## src/hw/rtl/bfbp_pkg.sv

```systemverilog
package bfbp_pkg;

  // Field widths fixed by the word formats
  localparam int unsigned WEIGHT_W      = 16;
  localparam int unsigned BIN_INDEX_W   = 6;
  localparam int unsigned BINS_USED_W   = 7;
  localparam int unsigned DEF_MAX_BINS  = 64;
  localparam logic [WEIGHT_W-1:0] CAP_RESET = 16'd10;

  // Result status codes
  typedef enum logic [1:0] {
    ST_PLACED = 2'd0,
    ST_HEAVY  = 2'd1,
    ST_FULL   = 2'd2
  } status_e;

  // Controller states
  typedef enum logic [1:0] {
    S_IDLE   = 2'd0,
    S_SCAN   = 2'd1,
    S_DECIDE = 2'd2,
    S_OUT    = 2'd3
  } state_e;

  // Input word
  typedef struct packed {
    logic [WEIGHT_W-1:0] item_weight;
    logic                last_item;
  } item_t;

  // Output word
  typedef struct packed {
    logic [BIN_INDEX_W-1:0] bin_index;
    logic                   opened_new;
    status_e                status;
    logic [BINS_USED_W-1:0] bins_used;
  } result_t;

  // Controller to datapath commands
  typedef struct packed {
    logic load_item;
    logic scan_rd;
    logic decide;
    logic out_load;
  } cmd_t;

  // Datapath to controller status
  typedef struct packed {
    logic scan_done;
    logic out_free;
  } stat_t;

endpackage

```

## src/hw/rtl/bfbp_ram.sv

```systemverilog
module bfbp_ram #(
  parameter int unsigned WIDTH = 16,
  parameter int unsigned DEPTH = 64
) (
  input  logic                     clk_i,
  input  logic                     we_i,
  input  logic [$clog2(DEPTH)-1:0] waddr_i,
  input  logic [WIDTH-1:0]         wdata_i,
  input  logic                     re_i,
  input  logic [$clog2(DEPTH)-1:0] raddr_i,
  output logic [WIDTH-1:0]         rdata_o
);

  logic [WIDTH-1:0] mem_q [DEPTH];
  logic [WIDTH-1:0] rdata_q;

  // One write port, one registered read port
  always_ff @(posedge clk_i) begin
    if (we_i) begin
      mem_q[waddr_i] <= wdata_i;
    end
    if (re_i) begin
      rdata_q <= mem_q[raddr_i];
    end
  end

  assign rdata_o = rdata_q;

endmodule

```

## src/hw/rtl/bfbp_ctrl.sv

```systemverilog
module bfbp_ctrl
  import bfbp_pkg::*;
(
  input  logic  clk_i,
  input  logic  rst_ni,
  input  logic  in_valid_i,
  output logic  in_stall_o,
  input  stat_t stat_i,
  output cmd_t  cmd_o
);

  state_e state_q, state_d;

  // State register
  always_ff @(posedge clk_i or negedge rst_ni) begin
    if (!rst_ni) begin
      state_q <= S_IDLE;
    end else begin
      state_q <= state_d;
    end
  end

  // Next state and commands
  always_comb begin
    state_d    = state_q;
    cmd_o      = '0;
    in_stall_o = 1'b1;
    case (state_q)
      S_IDLE: begin
        in_stall_o = 1'b0;
        if (in_valid_i) begin
          cmd_o.load_item = 1'b1;
          state_d         = S_SCAN;
        end
      end
      S_SCAN: begin
        // last compare lands in the cycle scan_done first shows
        if (stat_i.scan_done) begin
          state_d = S_DECIDE;
        end else begin
          cmd_o.scan_rd = 1'b1;
        end
      end
      S_DECIDE: begin
        cmd_o.decide = 1'b1;
        state_d      = S_OUT;
      end
      S_OUT: begin
        if (stat_i.out_free) begin
          cmd_o.out_load = 1'b1;
          state_d        = S_IDLE;
        end
      end
      default: begin
        state_d = S_IDLE;
      end
    endcase
  end

endmodule

```

## src/hw/rtl/bfbp_dpath.sv

```systemverilog
module bfbp_dpath
  import bfbp_pkg::*;
#(
  parameter int unsigned MAX_BINS = DEF_MAX_BINS
) (
  input  logic                clk_i,
  input  logic                rst_ni,
  input  logic                cfg_we_i,
  input  logic [WEIGHT_W-1:0] cfg_wdata_i,
  input  item_t               in_word_i,
  input  cmd_t                cmd_i,
  output stat_t               stat_o,
  output logic                out_valid_o,
  input  logic                out_stall_i,
  output result_t             out_word_o
);

  localparam int unsigned AW = (MAX_BINS > 1) ? $clog2(MAX_BINS) : 1;
  localparam int unsigned CW = $clog2(MAX_BINS + 1);
  localparam logic [CW-1:0] CNT_FULL = CW'(MAX_BINS);

  logic [WEIGHT_W-1:0] cap_q;
  item_t               item_q;
  logic [CW-1:0]       count_q, count_d;
  logic [CW-1:0]       addr_q;
  logic                rd_v_q;
  logic [AW-1:0]       cmp_idx_q;
  logic                found_q;
  logic [AW-1:0]       best_q;
  logic [WEIGHT_W-1:0] best_left_q;
  logic [WEIGHT_W-1:0] rdata;
  logic [WEIGHT_W-1:0] left;
  logic                fits;
  logic                take;
  logic                we;
  logic [AW-1:0]       waddr;
  logic [WEIGHT_W-1:0] wdata;
  result_t             res_q, res_d;
  logic                out_valid_q;
  logic [31:0]         idx_ext;
  logic [31:0]         cnt_ext;

  // Capacity register
  always_ff @(posedge clk_i or negedge rst_ni) begin
    if (!rst_ni) begin
      cap_q <= CAP_RESET;
    end else if (cfg_we_i) begin
      cap_q <= cfg_wdata_i;
    end
  end

  // Held item word
  always_ff @(posedge clk_i) begin
    if (cmd_i.load_item) begin
      item_q <= in_word_i;
    end
  end

  // Remaining space per bin
  bfbp_ram #(
    .WIDTH (WEIGHT_W),
    .DEPTH (MAX_BINS)
  ) u_ram (
    .clk_i   (clk_i),
    .we_i    (we),
    .waddr_i (waddr),
    .wdata_i (wdata),
    .re_i    (cmd_i.scan_rd),
    .raddr_i (addr_q[AW-1:0]),
    .rdata_o (rdata)
  );

  // Scan address and read-valid pipe
  always_ff @(posedge clk_i or negedge rst_ni) begin
    if (!rst_ni) begin
      addr_q <= '0;
      rd_v_q <= 1'b0;
    end else begin
      rd_v_q <= cmd_i.scan_rd;
      if (cmd_i.load_item) begin
        addr_q <= '0;
      end else if (cmd_i.scan_rd) begin
        addr_q <= addr_q + CW'(1);
      end
    end
  end

  always_ff @(posedge clk_i) begin
    if (cmd_i.scan_rd) begin
      cmp_idx_q <= addr_q[AW-1:0];
    end
  end

  assign stat_o.scan_done = (addr_q >= count_q);

  // Best-fit compare on each returned entry; strict less keeps lowest index
  assign fits = (rdata >= item_q.item_weight);
  assign left = rdata - item_q.item_weight;
  assign take = rd_v_q && fits && (!found_q || (left < best_left_q));

  always_ff @(posedge clk_i or negedge rst_ni) begin
    if (!rst_ni) begin
      found_q <= 1'b0;
    end else if (cmd_i.load_item) begin
      found_q <= 1'b0;
    end else if (take) begin
      found_q <= 1'b1;
    end
  end

  always_ff @(posedge clk_i) begin
    if (take) begin
      best_q      <= cmp_idx_q;
      best_left_q <= left;
    end
  end

  // Placement decision, write-back and result
  always_comb begin
    we      = 1'b0;
    waddr   = best_q;
    wdata   = best_left_q;
    count_d = count_q;
    res_d   = '0;
    idx_ext = '0;
    if (item_q.item_weight > cap_q) begin
      res_d.status = ST_HEAVY;
    end else if (found_q) begin
      we           = cmd_i.decide;
      idx_ext      = 32'(best_q);
      res_d.status = ST_PLACED;
    end else if (count_q == CNT_FULL) begin
      res_d.status = ST_FULL;
    end else begin
      we               = cmd_i.decide;
      waddr            = count_q[AW-1:0];
      wdata            = cap_q - item_q.item_weight;
      idx_ext          = 32'(count_q);
      res_d.opened_new = 1'b1;
      res_d.status     = ST_PLACED;
      count_d          = count_q + CW'(1);
    end
    cnt_ext         = 32'(count_d);
    res_d.bin_index = idx_ext[BIN_INDEX_W-1:0];
    res_d.bins_used = cnt_ext[BINS_USED_W-1:0];
  end

  // Open bin count, cleared after a last item
  always_ff @(posedge clk_i or negedge rst_ni) begin
    if (!rst_ni) begin
      count_q <= '0;
    end else if (cmd_i.decide) begin
      count_q <= item_q.last_item ? '0 : count_d;
    end
  end

  always_ff @(posedge clk_i) begin
    if (cmd_i.decide) begin
      res_q <= res_d;
    end
  end

  // Output register
  always_ff @(posedge clk_i or negedge rst_ni) begin
    if (!rst_ni) begin
      out_valid_q <= 1'b0;
    end else if (cmd_i.out_load) begin
      out_valid_q <= 1'b1;
    end else if (!out_stall_i) begin
      out_valid_q <= 1'b0;
    end
  end

  always_ff @(posedge clk_i) begin
    if (cmd_i.out_load) begin
      out_word_o <= res_q;
    end
  end

  assign stat_o.out_free = !out_valid_q || !out_stall_i;
  assign out_valid_o     = out_valid_q;

endmodule

```

## src/hw/rtl/best_fit_bin_packer_top.sv

```systemverilog
// Best-fit bin packer. Each input word carries an item weight; the block
// scans the open bins in the bin table (one RAM read per open bin through
// the single read port of the bin table) and puts the item into the bin
// that leaves the least space, lowest index on a tie, or opens a new bin
// sized by the capacity register. With at most MAX_BINS bins open, each
// word goes through the states accept, scan, decide and write-back, then
// load of the output register, which waits while a held result is
// stalled; the block takes no new word until it is back in idle. A
// finished result sits in an output register so the next word can be
// accepted while it waits. Items heavier than the capacity, or needing a
// new bin when all MAX_BINS are open, report a status and are not placed.
// After a word with last_item set, all bins are closed. Write the
// capacity only while the block is idle.
module best_fit_bin_packer_top
  import bfbp_pkg::*;
#(
  parameter int unsigned MAX_BINS = DEF_MAX_BINS
) (
  input  logic                clk_i,
  input  logic                rst_ni,
  input  logic                cfg_we_i,
  input  logic [WEIGHT_W-1:0] cfg_wdata_i,
  input  logic                in_valid_i,
  output logic                in_stall_o,
  input  item_t               in_word_i,
  output logic                out_valid_o,
  input  logic                out_stall_i,
  output result_t             out_word_o
);

  cmd_t  cmd;
  stat_t stat;

  bfbp_ctrl u_ctrl (
    .clk_i      (clk_i),
    .rst_ni     (rst_ni),
    .in_valid_i (in_valid_i),
    .in_stall_o (in_stall_o),
    .stat_i     (stat),
    .cmd_o      (cmd)
  );

  bfbp_dpath #(
    .MAX_BINS (MAX_BINS)
  ) u_dpath (
    .clk_i       (clk_i),
    .rst_ni      (rst_ni),
    .cfg_we_i    (cfg_we_i),
    .cfg_wdata_i (cfg_wdata_i),
    .in_word_i   (in_word_i),
    .cmd_i       (cmd),
    .stat_o      (stat),
    .out_valid_o (out_valid_o),
    .out_stall_i (out_stall_i),
    .out_word_o  (out_word_o)
  );

endmodule

```

## config.mk

```make
export PLATFORM = sky130hd
export DESIGN_NAME = best_fit_bin_packer_top
export DESIGN_NICKNAME = d
export VERILOG_FILES = /design/src/hw/rtl/bfbp_pkg.sv /design/src/hw/rtl/bfbp_ram.sv /design/src/hw/rtl/bfbp_ctrl.sv /design/src/hw/rtl/bfbp_dpath.sv /design/src/hw/rtl/best_fit_bin_packer_top.sv
export SDC_FILE = /design/constraint.sdc
export NUM_CORES = 1
export LEC_CHECK = 0
export ABC_CLOCK_PERIOD_IN_PS = 14600
export BUFFER_PORTS_ARGS = -buffer_cell sky130_fd_sc_hd__buf_2
export CORE_MARGIN = 5
export CORE_UTILIZATION = 38
export CTS_CLUSTER_SIZE = 12
export DETAILED_ROUTE_END_ITERATION = 6
export MAX_ROUTING_LAYER = met4
export PLACE_DENSITY = 0.54
export RECOVER_POWER = 50
export SLEW_MARGIN = 10
export SYNTH_ARGS = -nofsm -noshare
export SYNTH_HDL_FRONTEND = slang
export SYNTH_SLANG_ARGS = --single-unit
```

## constraint.sdc

```tcl
create_clock -name clk_i -period 14.6 [get_ports clk_i]
set_clock_uncertainty 0.2 [all_clocks]
set_input_delay 0 -clock clk_i [delete_from_list [all_inputs] [get_ports clk_i]]
set_output_delay 0 -clock clk_i [all_outputs]
set_load 0.05 [all_outputs]
```

# == Yosys cells after proc, flatten, opt, wreduce, memory -nomap -nowiden ==
# Memories as Yosys holds them, arrays and structs flattened. A register that Yosys moved wholly into a read port is not among the register bits.
# Index checks and enable logic that the tools add are counted.
# classes
n_addsub,4
mul,0
div_mod_pow,0
magnitude_cmp,4
eq_ne,8
shifts,0
mux,38
bitwise,0
reduce_logical,12
# ops
op,count
$mux 16,3
$mux 7,6
$sub 16x16->16,2
$mux 6,5
$mux 1,19
$ge 16x16->1,1
$gt 16x16->1,1
$lt 16x16->1,1
$add 7x1->7 const B,2
$mux 2,4
$pmux 2 s4,1
$eq 7x7->1 const B,1
$ge 7x7->1,1
$ne 2x2->1 const B,3
$eq 2x2->1 const B,2
$reduce_bool 2->1,2
$logic_not 1->1,3
$reduce_and 3->1,1
$eq 2x1->1 const B,1
$logic_and 1x1->1,2
$logic_not 2->1,1
$logic_or 1x1->1,2
$ne 2x1->1 const B,1
$reduce_or 2->1,1
# totals
reg_bits,112
latch_bits,0
ramBits,1024
mem_bits_ro,0
in_bits,38
out_inout_bits,18
wordCells,88
memories,1
# memory_table
memory,words,width,read_ports,rd_clocked_by_memory_dff,wr,line,text
u_dpath.u_ram.mem_q,64,16,1,1,1,bfbp_ram.sv:14,logic [WIDTH-1:0] mem_q [DEPTH];

# == Longest topological paths before layout ==
# depth
word_depth,7
depth_mapped,19
depth_no_buf,19

# == Cells and area by module ==
# From an unflattened synthesis, not the netlist that was laid out.
# hier_totals
hier_cells,2424
hier_area_um2,46652.2
# by_module_without_submodules
module,n_inst,cells_each,area_each_um2,seq_area_each_um2
bfbp_ram,1,1829,40202.3,31230.0
bfbp_dpath,1,576,6238.5,3140.5
bfbp_ctrl,1,19,211.5,50.0

# == Worst setup path before layout ==
# OpenSTA, ideal clock, no wires.
# synth_path
kind,flip-flop to flip-flop
start,reg u_dpath.u_ram.rdata_q[0] (netlist: u_dpath.u_ram.rdata_o[0]) (read register of u_dpath.u_ram.mem_q)
end,reg u_dpath.best_left_q[0] (enable)
setup_time_ns,0.435
arrival_ns,4.849
required_time_ns,13.965
slack_ns,9.116
stages_incl_launch_ff,20
n_path_buf,0
synth_period_minus_slack_ns,5.484
cell_sequence,edfxtp_1 -> inv_1 -> ha_1 -> inv_1 -> fa_1 -> a21o_1 -> a21oi_1 -> nor2b_1 -> o31a_1 -> o22a_1 -> a21o_1 -> a21oi_1 -> xnor2_1 -> ha_1 -> a21o_1 -> a21oi_1 -> o21ai_0 -> nand3_1 -> a21oi_1 -> a211oi_1
# synth_between
elab_chain_len,4
word_cells_on_any_way,6
classes_between,add/sub (1); order compare (2); reduce/logical (3)
# synth_lines
element,line,text
"start, declared",bfbp_ram.sv:15,logic [WIDTH-1:0] rdata_q;
$sub 16x16->16,bfbp_dpath.sv:98,assign left = rdata - item_q.item_weight;
named net u_dpath.left[10],bfbp_dpath.sv:32,logic [WEIGHT_W-1:0] left;
$lt 16x16->1,bfbp_dpath.sv:99,assign take = rd_v_q && fits && (!found_q || (left < best_left_q));
$logic_or 1x1->1,bfbp_dpath.sv:99,
$logic_and 1x1->1,bfbp_dpath.sv:99,
named net u_dpath.take,bfbp_dpath.sv:34,logic take;
"end signal, assigned",bfbp_dpath.sv:114,best_left_q <= left;
"end, declared",bfbp_dpath.sv:30,logic [WEIGHT_W-1:0] best_left_q;
# The timed path passes the listed nets, and every way through them passes these cells.
# A chain may end at the register's enable or synchronous reset.

# == Final worst setup path ==
# layout_path
start,reg u_dpath.item_q[1] (netlist name)
end,mem u_dpath.u_ram.mem_q[1][7] (data pin)
# layout_between
elab_chain_len,4
word_cells_on_any_way,5
classes_between,add/sub (1); order compare (1); mux (3)
# layout_lines
element,line,text
"start, declared",bfbp_dpath.sv:23,item_t item_q;
"start signal, assigned",bfbp_dpath.sv:55,item_q <= in_word_i;
$sub 16x16->16,bfbp_dpath.sv:137,wdata = cap_q - item_q.item_weight;
$mux 16,bfbp_dpath.sv:132,end else if (count_q == CNT_FULL) begin
$mux 16,bfbp_dpath.sv:128,end else if (found_q) begin
$mux 16 *,bfbp_dpath.sv:126,if (item_q.item_weight > cap_q) begin
named net u_dpath.u_ram.wdata_i[7],bfbp_ram.sv:8,"input logic [WIDTH-1:0] wdata_i,"
"end, declared",bfbp_ram.sv:14,
# Mark *: on every way through the listed nets, which the timed path passes. The rest lies on a longest branch.

==> impl_metrics.env <==
export IMPL_root_buffer="clkbuf_16"
export IMPL_insertion_delay_ns=0.70
export IMPL_outcome="finished, violations left"
export IMPL_maxSlewViolCount=1251
export IMPL_ys_top_cells_by_area="edfxtp_1 73%, mux4_2 16%, dfrtp_1 1.8%"
export IMPL_grt_overflow=0
export IMPL_grt_pass1_wl_um=167000
export IMPL_postSynth_asyncResetShare=0.0304
export IMPL_gp_congestion=0.841
export IMPL_syn_nets=2241
export IMPL_postRouteAntennaNets=0
export IMPL_hold_start="in_valid_i"
export IMPL_postLayoutCoreUtil=0.442
export IMPL_drt_vias_per_instance=5.51
export IMPL_vdd_drop_max_v=0.000101
export IMPL_place_inst=3803
export IMPL_cts_htree_levels=3
export IMPL_wl_um=116000
export IMPL_synth_most_common_cell="edfxtp_1"
export IMPL_crit_path_end_kind="flop"
export IMPL_setup_tns_ns=0
export IMPL_core_mm2=0.120
export IMPL_finalHoldViolations=0
export IMPL_multi_input_area_mm2=0.0111
export IMPL_die_x_um=358
export IMPL_fillers=10200
export IMPL_dp_hpwl_um=67300
export IMPL_cp_start_kind="flop"
export IMPL_wl_per_cell_um=28.4
export IMPL_die_y_um=358
export IMPL_start_util=0.384
export IMPL_grt_pass1_vias=23400
export IMPL_synth_area_per_cell_um2=21.6
export IMPL_drive_above_1_share=0.253
export IMPL_synth_top_area_cell="edfxtp_1"
export IMPL_max_cap_viol_count=25
export IMPL_via_count=22500
export IMPL_path_clk_slew_ns=0.06
export IMPL_ys_ff_latch=1152
export IMPL_slew_headroom=-1.93
export IMPL_antenna_found_initial=15
export IMPL_cts_tree="built"
export IMPL_cp_max_fo=64
export IMPL_synth_seq_area_share=0.747
export IMPL_synth_cells=2138
export IMPL_yosysWarnings=0
export IMPL_synth_common_cells="1117 x edfxtp_1, 336 x mux4_2, 95 x nor2_1"
export IMPL_crit_arrival_ns=7.82
export IMPL_post_cts_buffers=0
export IMPL_cts_buffers=117
export IMPL_grt_use_total=0.187
export IMPL_hp_class="in -> reg"
export IMPL_violations="max-capacitance violations, max-slew violations"
export IMPL_clock_path_buffers=3
export IMPL_p_per_area_mw_per_mm2=174
export IMPL_seqCellArea_mm2=0.0344
export IMPL_ios=56
export IMPL_syn_area_mm2=0.0461
export IMPL_dieArea_mm2=0.128
export IMPL_leakage_uw=0.0165
export IMPL_finalNonFillerCells=4095
export IMPL_worstSetupPathType="reg -> reg"
export IMPL_rows=127
export IMPL_dr_first_iter_drc_count=2189
export IMPL_worstPathRequired_ns=14.38
export IMPL_synth_cell_types=68
export IMPL_drtPass1Iterations=5
export IMPL_rr_startpoint="u_dpath.item_q[1]$_DFFE_PP_"
export IMPL_io_buffer_count=55
export IMPL_rsz0062_at_grt="no"
export IMPL_final_nets=2503
export IMPL_post_route_period_util=0.551
export IMPL_synth_edff_count=1117
export IMPL_worstMarginPinSlew_ns=4.39
export IMPL_clkSinkCount=1152
export IMPL_setup_violations=0
export IMPL_yosysTopAreaCellShare=0.728
export IMPL_drcViolationCount=0
export IMPL_post_route_min_period_ns=8.05
export IMPL_synthToLayoutAreaGrowth_pct=15.2
export IMPL_grt_max_degree=119
export IMPL_synth_main_ff_cell="edfxtp_1"
export IMPL_timing_fmax_mhz=124
export IMPL_startpoint="u_dpath.item_q[1]$_DFFE_PP_"
## layout by cell type, fill, tap and decap left out, types with 5 or more instances in the layout
cell and count:
nand2b_1 16, a21o_1 15, o21a_1 7, mux2_2 15, buf_2 36, dfrtp_1 31
clkbuf_1 85, mux2i_4 7, nand3_1 10, clkinv_1 23, o21ai_0 35, dlygate4sd3_1 89
clkinv_2 9, o31ai_1 7, xor2_1 7, buf_4 70, ha_1 63, a22oi_1 6
a21oi_1 34, or3_1 6, nor3_1 5, inv_1 63, nor2_1 95, clkbuf_16 119
mux4_2 336, edfxtp_1 1117, mux2i_1 10, xnor2_1 16, nand4_1 12, nor2b_1 6
nand2_1 38
## state kept, by name, summed over array words and instances, names as in the netlist, 2 cells and up
name,cells
u_dpath.cmp_idx_q,6
u_dpath.cap_q,16
u_dpath.out_word_o,16
u_dpath.item_q,17
u_dpath.u_ram.mem_q,1024
u_dpath.count_q,7
u_dpath.best_left_q,16
u_dpath.res_q,16
u_dpath.addr_q,7
u_dpath.best_q,6
u_dpath.u_ram.rdata_o,16
u_ctrl.state_q,2
## critical path, stage by stage (launching register included)
cell,delay (ns)
edfxtp_1,0.40
ha_1,0.24
fa_1,0.38
nand2b_1,0.19
a21oi_1,0.26
nor3_1,0.12
or3_1,0.56
a21oi_4,0.21
clkbuf_1,1.77
nand2_1,0.30
o21ai_4,0.15
clkbuf_1,2.45
## routing by layer
layer,global-route usage,part of all wire,vias to the layer above
li1,-,-,9465
met1,0.251,0.42,12200
met2,0.292,0.48,740
met3,0.0427,0.068,179
met4,0.0500,0.027,0
met5,-,0,-
## report_power, final
| group | internal, µW | switching [µW] | leakage, µW |
|---|---|---|---|
| combinational | 783 | 1370 | 0.00434 |
| sequential | 4220 | 95.4 | 0.0105 |
| clock | 1550 | 1220 | 0.00169 |
## area by class of cell
cell class	instances	share of cell area
Multi-Input combinational cell	822	0.210
Tap cell	1612	0.0380
Sequential cell	1152	0.648
Antenna cell	2	0.0000943
Clock buffer	159	0.0593
Clock inverter	41	0.00617
Inverter	64	0.00452
Timing Repair Buffer	243	0.0338
## timing repair
action,CTS,global route
endpoints found under the hold margin,92,0
resized for setup,0,0
hold buffers,90,0
## cells by family (layout without fill, tap and decap cells)
logic type      after synthesis  after routing  synth area share
other cells                   0              2                 0
compound gates              155            155            0.0228
buf+inv                     164            507            0.0144
fa+ha+maj                    65             65            0.0180
simple gates                210            210            0.0216
mux                         369            369             0.172
xor+xnor                     23             23           0.00437
flops                      1152           1152             0.747
## metrics by stage
stage | total power, µW | setup WS (ns) | hold slack (ns) | instance area, µm²
2_1_floorplan | 5670 | 9.12 | -0.496 | 46100
3_3_place_gp | 6450 | 9.47 | -0.0181 | 48900
3_5_place_dp | 6500 | 9.37 | -0.0219 | 48900
4_1_cts | 9290 | 9.34 | 0.0496 | 53300
5_1_grt | 9620 | 6.04 | 0.0863 | 53100
6_report | 9240 | 6.55 | 0.0883 | 53100
## final timing paths
check / endpoint / cells after the start / slack [ns]
max: u_dpath.u_ram.mem_q[1][7]$_DFFE_PP_ / 11 / 6.55
min: u_ctrl.state_q[0]$_DFFE_PN0P_ / 5 / 0.09
max reg2reg: u_dpath.u_ram.mem_q[1][7]$_DFFE_PP_ / 11 / 6.55
min reg2reg: u_dpath.out_word_o[0]$_DFFE_PP_ / 0 / 0.21
max in group asynchronous: u_dpath.addr_q[0]$_DFFE_PN0P_ / 4 / 11.52
min in group asynchronous: u_dpath.cap_q[3]$_DFFE_PN1P_ / 3 / 0.35
No activity file was read; power rests on OpenSTA's default activity.
